[config.mk]
export PLATFORM = sky130hd
export DESIGN_NAME = positional_list_store_core
export DESIGN_NICKNAME = d
export VERILOG_FILES = /design/src/rtl/core/pls_pkg.sv /design/src/rtl/core/pls_cell.sv /design/src/rtl/core/pls_chain.sv /design/src/rtl/core/positional_list_store_core.sv
export VERILOG_INCLUDE_DIRS = /design/src /design/src/rtl/core
export SDC_FILE = /design/constraint.sdc
export NUM_CORES = 2
export LEC_CHECK = 0
export ABC_CLOCK_PERIOD_IN_PS = 7760
export BUFFER_PORTS_ARGS = -buffer_cell sky130_fd_sc_hd__buf_2
export CAP_MARGIN = 20
export CORE_MARGIN = 5
export CORE_UTILIZATION = 30
export CTS_BUF_LIST = sky130_fd_sc_hd__clkbuf_4 sky130_fd_sc_hd__clkbuf_8 sky130_fd_sc_hd__clkbuf_16
export DETAILED_ROUTE_END_ITERATION = 10
export GPL_TIMING_DRIVEN = 0
export PLACE_DENSITY = 0.48
export SETUP_SLACK_MARGIN = 0.4
export SLEW_MARGIN = 20
export SYNTH_ARGS = -nofsm -noshare
export SYNTH_HDL_FRONTEND = slang
export SYNTH_HIERARCHICAL = 1
export SYNTH_SLANG_ARGS = --single-unit
[constraint.sdc]
create_clock -name clk -period 7.76 [get_ports clk]
set_input_delay 1.94 -clock clk [delete_from_list [all_inputs] [get_ports clk]]
set_output_delay 1.94 -clock clk [all_outputs]
set_load 0.005 [all_outputs]
[src/rtl/core/positional_list_store_core_macros.svh]
// Assertion macros used by the positional list store RTL.
`ifndef POSITIONAL_LIST_STORE_CORE_MACROS_SVH
`define POSITIONAL_LIST_STORE_CORE_MACROS_SVH

// Checks that nxt holds in the cycle after cond, outside reset.
`define PLS_ASSERT_NEXT(label, cond, nxt) \
  label: assert property (@(posedge clk) disable iff (rst) (cond) |=> (nxt)) \
    else $error("assertion failed: next-cycle check");

// Checks that cond implies rule in the same cycle, outside reset.
`define PLS_ASSERT_NOW(label, cond, rule) \
  label: assert property (@(posedge clk) disable iff (rst) (cond) |-> (rule)) \
    else $error("assertion failed: same-cycle check");

`endif

[src/rtl/core/pls_pkg.sv]
// Types, constants and codes of the positional list store.
package pls_pkg;

  localparam int DEPTH     = 16;
  localparam int IDX_W     = (DEPTH > 1) ? $clog2(DEPTH) : 1;
  localparam int CNT_W     = $clog2(DEPTH + 1);
  localparam int POS_W     = 5;
  localparam int CNT_OUT_W = 5;
  localparam int CMP_W     = ((CNT_W > POS_W) ? CNT_W : POS_W) + 1;

  localparam logic [3:0] OP_APPEND      = 4'd0;
  localparam logic [3:0] OP_PREPEND     = 4'd1;
  localparam logic [3:0] OP_INSERT      = 4'd2;
  localparam logic [3:0] OP_TAKE_FRONT  = 4'd3;
  localparam logic [3:0] OP_TAKE_BACK   = 4'd4;
  localparam logic [3:0] OP_ERASE       = 4'd5;
  localparam logic [3:0] OP_ERASE_AFTER = 4'd6;
  localparam logic [3:0] OP_CLEAR       = 4'd7;
  localparam logic [3:0] OP_QUERY       = 4'd8;

  localparam logic [1:0] ST_OK    = 2'd0;
  localparam logic [1:0] ST_EMPTY = 2'd1;
  localparam logic [1:0] ST_RANGE = 2'd2;
  localparam logic [1:0] ST_FULL  = 2'd3;

  typedef struct packed {
    logic [3:0]         op;
    logic [POS_W-1:0]   position;
    logic signed [31:0] item_value;
  } req_t;

  typedef struct packed {
    logic [1:0]           status;
    logic signed [31:0]   removed_value;
    logic signed [31:0]   front_value;
    logic signed [31:0]   back_value;
    logic [CNT_OUT_W-1:0] element_count;
    logic                 is_empty;
  } rsp_t;

  // Command broadcast to every cell of the row.
  typedef struct packed {
    logic               open;
    logic               close;
    logic [IDX_W-1:0]   at;
    logic signed [31:0] value;
  } cell_ctrl_t;

endpackage

[src/rtl/core/pls_cell.sv]
// One storage cell of the list row: holds, takes from a neighbor, or loads.
module pls_cell (
  input  logic                     clk,
  input  logic [pls_pkg::IDX_W-1:0] index,
  input  pls_pkg::cell_ctrl_t      ctrl,
  input  logic signed [31:0]       left,
  input  logic signed [31:0]       right,
  input  logic [pls_pkg::IDX_W-1:0] sel,
  output logic signed [31:0]       value,
  output logic signed [31:0]       tap
);

  always_ff @(posedge clk) begin
    if (ctrl.open) begin
      if (index == ctrl.at) begin
        value <= ctrl.value;
      end else if (index > ctrl.at) begin
        value <= left;
      end
    end else if (ctrl.close) begin
      if (index >= ctrl.at) begin
        value <= right;
      end
    end
  end

  assign tap = (index == sel) ? value : 32'sd0;

endmodule

[src/rtl/core/pls_chain.sv]
// Row of list cells with neighbor links and a shared read-out tap.
module pls_chain (
  input  logic                      clk,
  input  pls_pkg::cell_ctrl_t       ctrl,
  input  logic [pls_pkg::IDX_W-1:0] sel,
  output logic signed [31:0]        front,
  output logic signed [31:0]        picked
);

  logic signed [31:0] vals [pls_pkg::DEPTH];
  logic signed [31:0] taps [pls_pkg::DEPTH];

  genvar g;
  generate
    for (g = 0; g < pls_pkg::DEPTH; g++) begin : g_cell
      logic signed [31:0] left_v;
      logic signed [31:0] right_v;
      if (g == 0) begin : g_first
        assign left_v = 32'sd0;
      end else begin : g_mid_l
        assign left_v = vals[g-1];
      end
      if (g == pls_pkg::DEPTH - 1) begin : g_last
        assign right_v = 32'sd0;
      end else begin : g_mid_r
        assign right_v = vals[g+1];
      end
      pls_cell u_cell (
        .clk   (clk),
        .index (pls_pkg::IDX_W'(g)),
        .ctrl  (ctrl),
        .left  (left_v),
        .right (right_v),
        .sel   (sel),
        .value (vals[g]),
        .tap   (taps[g])
      );
    end
  endgenerate

  assign front = vals[0];

  // Only the selected cell drives a nonzero tap, so an OR merges them.
  always_comb begin
    picked = 32'sd0;
    for (int i = 0; i < pls_pkg::DEPTH; i++) begin
      picked = picked | taps[i];
    end
  end

endmodule

[src/rtl/core/positional_list_store_core.sv]
// Top level of the positional list store: control, fill count and result register.
//
// A bounded ordered list of signed 32-bit values kept in a row of cells.
// Requests arrive on req (op, position, item_value) with req_valid/req_ready
// and each one yields exactly one result on rsp with rsp_valid/rsp_ready.
// The result carries the status, the removed value and the list as it
// stands afterwards: front, back, count and an empty flag.
// A request goes through an accept step, then an execute step in which every
// cell shifts or holds at once, then a load step that reads the new back cell
// through the row's shared tap and loads the result register. A new request
// is taken only after the previous one has loaded its result.
// The result register parts the two sides: a request is accepted while an
// earlier result still waits, and if the receiver stalls the block holds
// in its final step until the result register frees up.
// Reset empties the list at once; cell contents need no clearing because
// only cells below the count are ever read.
`include "positional_list_store_core_macros.svh"

module positional_list_store_core (
  input  logic          clk,
  input  logic          rst,
  input  logic          req_valid,
  output logic          req_ready,
  input  pls_pkg::req_t req,
  output logic          rsp_valid,
  input  logic          rsp_ready,
  output pls_pkg::rsp_t rsp
);

  localparam logic [1:0] S_IDLE = 2'd0;
  localparam logic [1:0] S_EXEC = 2'd1;
  localparam logic [1:0] S_LOAD = 2'd2;

  logic [1:0]                state;
  pls_pkg::req_t             req_q;
  logic [pls_pkg::CNT_W-1:0] count;
  logic [pls_pkg::CNT_W-1:0] count_next;
  logic [1:0]                status_q;
  logic [1:0]                status_next;
  logic signed [31:0]        removed_q;
  pls_pkg::cell_ctrl_t       ctrl;
  logic [pls_pkg::IDX_W-1:0] sel;
  logic signed [31:0]        front;
  logic signed [31:0]        picked;
  logic [pls_pkg::CMP_W-1:0] pos_x;
  logic [pls_pkg::CMP_W-1:0] cnt_x;
  logic                      full;
  logic                      empty;
  logic                      rsp_free;

  assign req_ready = (state == S_IDLE);
  assign rsp_free  = !rsp_valid || rsp_ready;

  assign pos_x = pls_pkg::CMP_W'(req_q.position);
  assign cnt_x = pls_pkg::CMP_W'(count);
  assign full  = (cnt_x == pls_pkg::CMP_W'(pls_pkg::DEPTH));
  assign empty = (count == '0);

  always_comb begin
    ctrl.open   = 1'b0;
    ctrl.close  = 1'b0;
    ctrl.at     = '0;
    ctrl.value  = req_q.item_value;
    status_next = pls_pkg::ST_OK;
    count_next  = count;
    case (req_q.op)
      pls_pkg::OP_APPEND: begin
        if (full) begin
          status_next = pls_pkg::ST_FULL;
        end else begin
          ctrl.open = 1'b1;
          ctrl.at   = pls_pkg::IDX_W'(count);
        end
      end
      pls_pkg::OP_PREPEND: begin
        if (full) begin
          status_next = pls_pkg::ST_FULL;
        end else begin
          ctrl.open = 1'b1;
        end
      end
      pls_pkg::OP_INSERT: begin
        if (pos_x > cnt_x) begin
          status_next = pls_pkg::ST_RANGE;
        end else if (full) begin
          status_next = pls_pkg::ST_FULL;
        end else begin
          ctrl.open = 1'b1;
          ctrl.at   = pls_pkg::IDX_W'(req_q.position);
        end
      end
      pls_pkg::OP_TAKE_FRONT: begin
        if (empty) begin
          status_next = pls_pkg::ST_EMPTY;
        end else begin
          ctrl.close = 1'b1;
        end
      end
      pls_pkg::OP_TAKE_BACK: begin
        if (empty) begin
          status_next = pls_pkg::ST_EMPTY;
        end else begin
          ctrl.close = 1'b1;
          ctrl.at    = pls_pkg::IDX_W'(count - 1'b1);
        end
      end
      pls_pkg::OP_ERASE: begin
        if (pos_x >= cnt_x) begin
          status_next = pls_pkg::ST_RANGE;
        end else begin
          ctrl.close = 1'b1;
          ctrl.at    = pls_pkg::IDX_W'(req_q.position);
        end
      end
      pls_pkg::OP_ERASE_AFTER: begin
        if (pos_x + 1'b1 >= cnt_x) begin
          status_next = pls_pkg::ST_RANGE;
        end else begin
          ctrl.close = 1'b1;
          ctrl.at    = pls_pkg::IDX_W'(pos_x + 1'b1);
        end
      end
      pls_pkg::OP_CLEAR: begin
        count_next = '0;
      end
      default: begin
      end
    endcase
    if (ctrl.open) begin
      count_next = count + 1'b1;
    end else if (ctrl.close) begin
      count_next = count - 1'b1;
    end
    // The row only moves in the execute step.
    if (state != S_EXEC) begin
      ctrl.open  = 1'b0;
      ctrl.close = 1'b0;
    end
  end

  // The tap reads the cell being removed, then the new back cell.
  assign sel = (state == S_EXEC) ? ctrl.at : pls_pkg::IDX_W'(count - 1'b1);

  pls_chain u_chain (
    .clk    (clk),
    .ctrl   (ctrl),
    .sel    (sel),
    .front  (front),
    .picked (picked)
  );

  always_ff @(posedge clk) begin
    if (rst) begin
      state     <= S_IDLE;
      count     <= '0;
      rsp_valid <= 1'b0;
    end else begin
      if (state == S_LOAD && rsp_free) begin
        rsp_valid <= 1'b1;
      end else if (rsp_valid && rsp_ready) begin
        rsp_valid <= 1'b0;
      end
      case (state)
        S_IDLE: begin
          if (req_valid) begin
            state <= S_EXEC;
          end
        end
        S_EXEC: begin
          count <= count_next;
          state <= S_LOAD;
        end
        S_LOAD: begin
          if (rsp_free) begin
            state <= S_IDLE;
          end
        end
        default: begin
          state <= S_IDLE;
        end
      endcase
    end
  end

  always_ff @(posedge clk) begin
    if (req_valid && req_ready) begin
      req_q <= req;
    end
    if (state == S_EXEC) begin
      status_q  <= status_next;
      removed_q <= ctrl.close ? picked : 32'sd0;
    end
    if (state == S_LOAD && rsp_free) begin
      rsp.status        <= status_q;
      rsp.removed_value <= removed_q;
      rsp.front_value   <= empty ? 32'sd0 : front;
      rsp.back_value    <= empty ? 32'sd0 : picked;
      rsp.element_count <= pls_pkg::CNT_OUT_W'(count);
      rsp.is_empty      <= empty;
    end
  end

  `PLS_ASSERT_NEXT(a_one_at_a_time, req_valid && req_ready, !req_ready)
  `PLS_ASSERT_NEXT(a_error_keeps_count, state == S_EXEC && status_next != pls_pkg::ST_OK,
                   count == $past(count))
  `PLS_ASSERT_NOW(a_count_bounded, state == S_LOAD,
                  pls_pkg::CMP_W'(count) <= pls_pkg::CMP_W'(pls_pkg::DEPTH))

endmodule

==> flow_summary.yaml <==
status:
  status: "finished, final reports clean"
routing:
  post-route-drc-count: 0
  vias_per_cell: 4.86
  wirelength_um: 135000
  ant_nets: 0
  routedWlPerCell_um: 22.6
  dr.pass1.iters: 5
  drt_iter0_markers: 1655
  vias: 29044
synthesis:
  synth-adder-area-share_pct: 2.38
  synthMuxAreaShare_pct: 12.8
  netlist_top_cells_area: "edfxtp_1, mux2i_1, and2_1"
  synth_compound_area_share_pct: 8.01
  synth_xor_area_share_pct: 1.52
  synthCells: 3677
  synth_flop_cell: "edfxtp_1"
  synth_top_area_share_pct: 51.3
  syn_avg_cell_area_um2: 11.0
  synth-async-reset-ratio_pct: 0
  synth-simple-area-share_pct: 19.4
  yosysWarningCount: 6
  netlist_area_mm2: 0.0404
  synth_most_common_cell: "edfxtp_1"
  synth_top_family_by_area: "simple AND/OR/NAND/NOR gates"
  ys_types: 68
  yosys.area.top_type: "edfxtp_1"
  seq_area_frac_synth_pct: 51.7
  synth_commonest_cells: "edfxtp_1, a21oi_1, nor2_1, mux2i_1, and2_1"
  ys_ff_latch: 699
  synth-edff-count: 691
floorplan:
  core_area_mm2: 0.134
  fp.dieArea_mm2: 0.142
  die_w_um: 377
  chipHeight_um: 377
  ios: 151
  rows: 134
  start_util_pct: 30.3
sta:
  slew_violations: 0
  rsz0062_at_grt: "no"
  finalSetupViolCount: 0
  slew_headroom_pct: 25.0
  fin_hold_ws_ps: 416
  tightest_slew_ps: 1120
  fin_crit_sh_pct: 84.0
  fmax_mhz: 153
  clock_skew_ps: 43.2
  hold_viol: 0
  finalCriticalPeriod_ps: 6520
setup_path:
  crit_family: "simple AND/OR/NAND/NOR gates"
  start_kind: "register"
  worstPathCellList: "clkbuf_1 -> inv_1 -> ha_1 -> and3_1 -> a311o_1 -> a21oi_2 -> o21bai_1 -> a211o_1 -> mux2_2 -> xor2_1 -> nor4_4 -> buf_6 -> and2_1 -> nor4_1 -> nand4_1 -> and3_1"
  slowest_stage: "nor4_1"
  worst_setup_path_end_kind: "register"
  worstPathArrival_ps: 6950
  cpPeakStageDelay_ps: 900
  crit_required_ps: 8190
  path_common_cell: "and3_1"
  path_max_fanout: 17
  path_buf_inv: 3
  crit_type: "register to register"
global_routing:
  antenna_found_initial: 6
  grt_pass1_wl_um: 200000
  grtUsageTotal_pct: 18.6
  gr-total-overflow: 0
  grt_pass1_vias: 30007
  grt_max_degree: 35
place:
  placed_area_mm2: 0.0451
  numPortBuffers: 150
  dp.cells: 5813
  gp_congestion: 0.851
  dp_hpwl_um: 107000
clock_tree:
  post_cts_resized: 0
  htreeDepth: 3
  clk_path_buf_depth: 3
  cts_buffers: 89
  root_buffer: "clkbuf_16"
  clk_pin_slew_ps: 60
  cts_tree: "built"
  cts_hold_buf: 0
  clock_sinks: 699
  clk_latency_ps: 700
  cts_setup_buffers: 0
flow_run:
  max-cap-violations: 0
layout:
  fill_cells: 13509
  area_growth_pct: 18.6
  fin_area_mm2: 0.0480
  finalNonFillerCells: 5979
  post-route-util_pct: 35.9
  drive_gt1_share_pct: 12.2
  final_nets: 4258
  multi_input_area_mm2: 0.0188
  regArea_mm2: 0.0209
pwr:
  power_leakage_nw: 20.6
  vdd_drop_max_mv: 0.167
  power_density_mw_per_mm2: 203
worst_hold_path:
  min_path_type: "register to register"
layout make-up:
cell class | count | share of cell area [%]
Buffer | 227 | 2.99
Clock inverter | 61 | 1.05
Antenna cell | 3 | 0.0157
Multi-Input combinational cell | 2868 | 39.3
Inverter | 73 | 0.571
Clock buffer | 102 | 4.88
Sequential cell | 699 | 43.6
Tap cell | 1768 | 4.61
Timing Repair Buffer | 178 | 3.01
routing by layer:
layer,share of wire (%),up-vias,GRT usage [%]
li1,-,14103,-
met1,45,14353,24.3
met2,49,443,32.6
met3,2.9,145,2.15
met4,2.6,0,5.29
met5,0,-,0
worst paths after layout:
path | from | end | slack, ps | cells past startpoint
max | count[2]$_SDFFE_PP0P_ | removed_q[20]$_SDFFCE_PN0N_ | 1240 | 16
min | status_q[0]$_DFFE_PN_ | rsp[102]$_DFFE_PP_ | 420 | 0
max reg2reg | count[2]$_SDFFE_PP0P_ | removed_q[20]$_SDFFCE_PN0N_ | 1240 | 16
min reg2reg | status_q[0]$_DFFE_PN_ | rsp[102]$_DFFE_PP_ | 420 | 0
cells in the final DEF (no fill, tap or decap), types with 84 or more instances in the layout:
cell type    n
nor2b_1     84
clkbuf_1    96
conb_1     192
a21oi_1    540
buf_2      169
nor2_1     536
nor4_1     130
edfxtp_1   691
mux2i_1    514
and2_1     512
clkbuf_16   90
where the power goes:
part           internal (mW)  total [mW]  switching, mW
combinational          0.468        1.28          0.811
clock                   2.37        4.13           1.76
sequential              4.23        4.34          0.105
sequential cells by signal (all words and copies together) (netlist names):
signal                       cells
rsp                            104
state                            2
rsp_valid                        1
ctrl                            32
count                            5
pos_x                            5
removed_q                       32
status_q                         2
u_chain/g_cell.u_cell/value    512
req_q                            4
through the flow:
stage | setup WS [ps] | TNS, ps | total power, mW
after global routing | 1010 | 0 | 10.2
after detailed placement | 1120 | 0 | 5.73
final | 1240 | 0 | 9.74
after global placement | -3810 | -932620 | 5.68
after floorplan | 513 | 0 | 5.16
after CTS | 1140 | 0 | 9.92
kinds of logic after synthesis:
kind of cell,after synthesis
AOI/OAI and AO/OA,608
xor gates and xnor gates,70
adders and majority gates,77
buffers and inverters,300
DFF,699
muxes,516
other,2
and+or+nand+nor,1405
No activity file was read; power rests on OpenSTA's default activity.
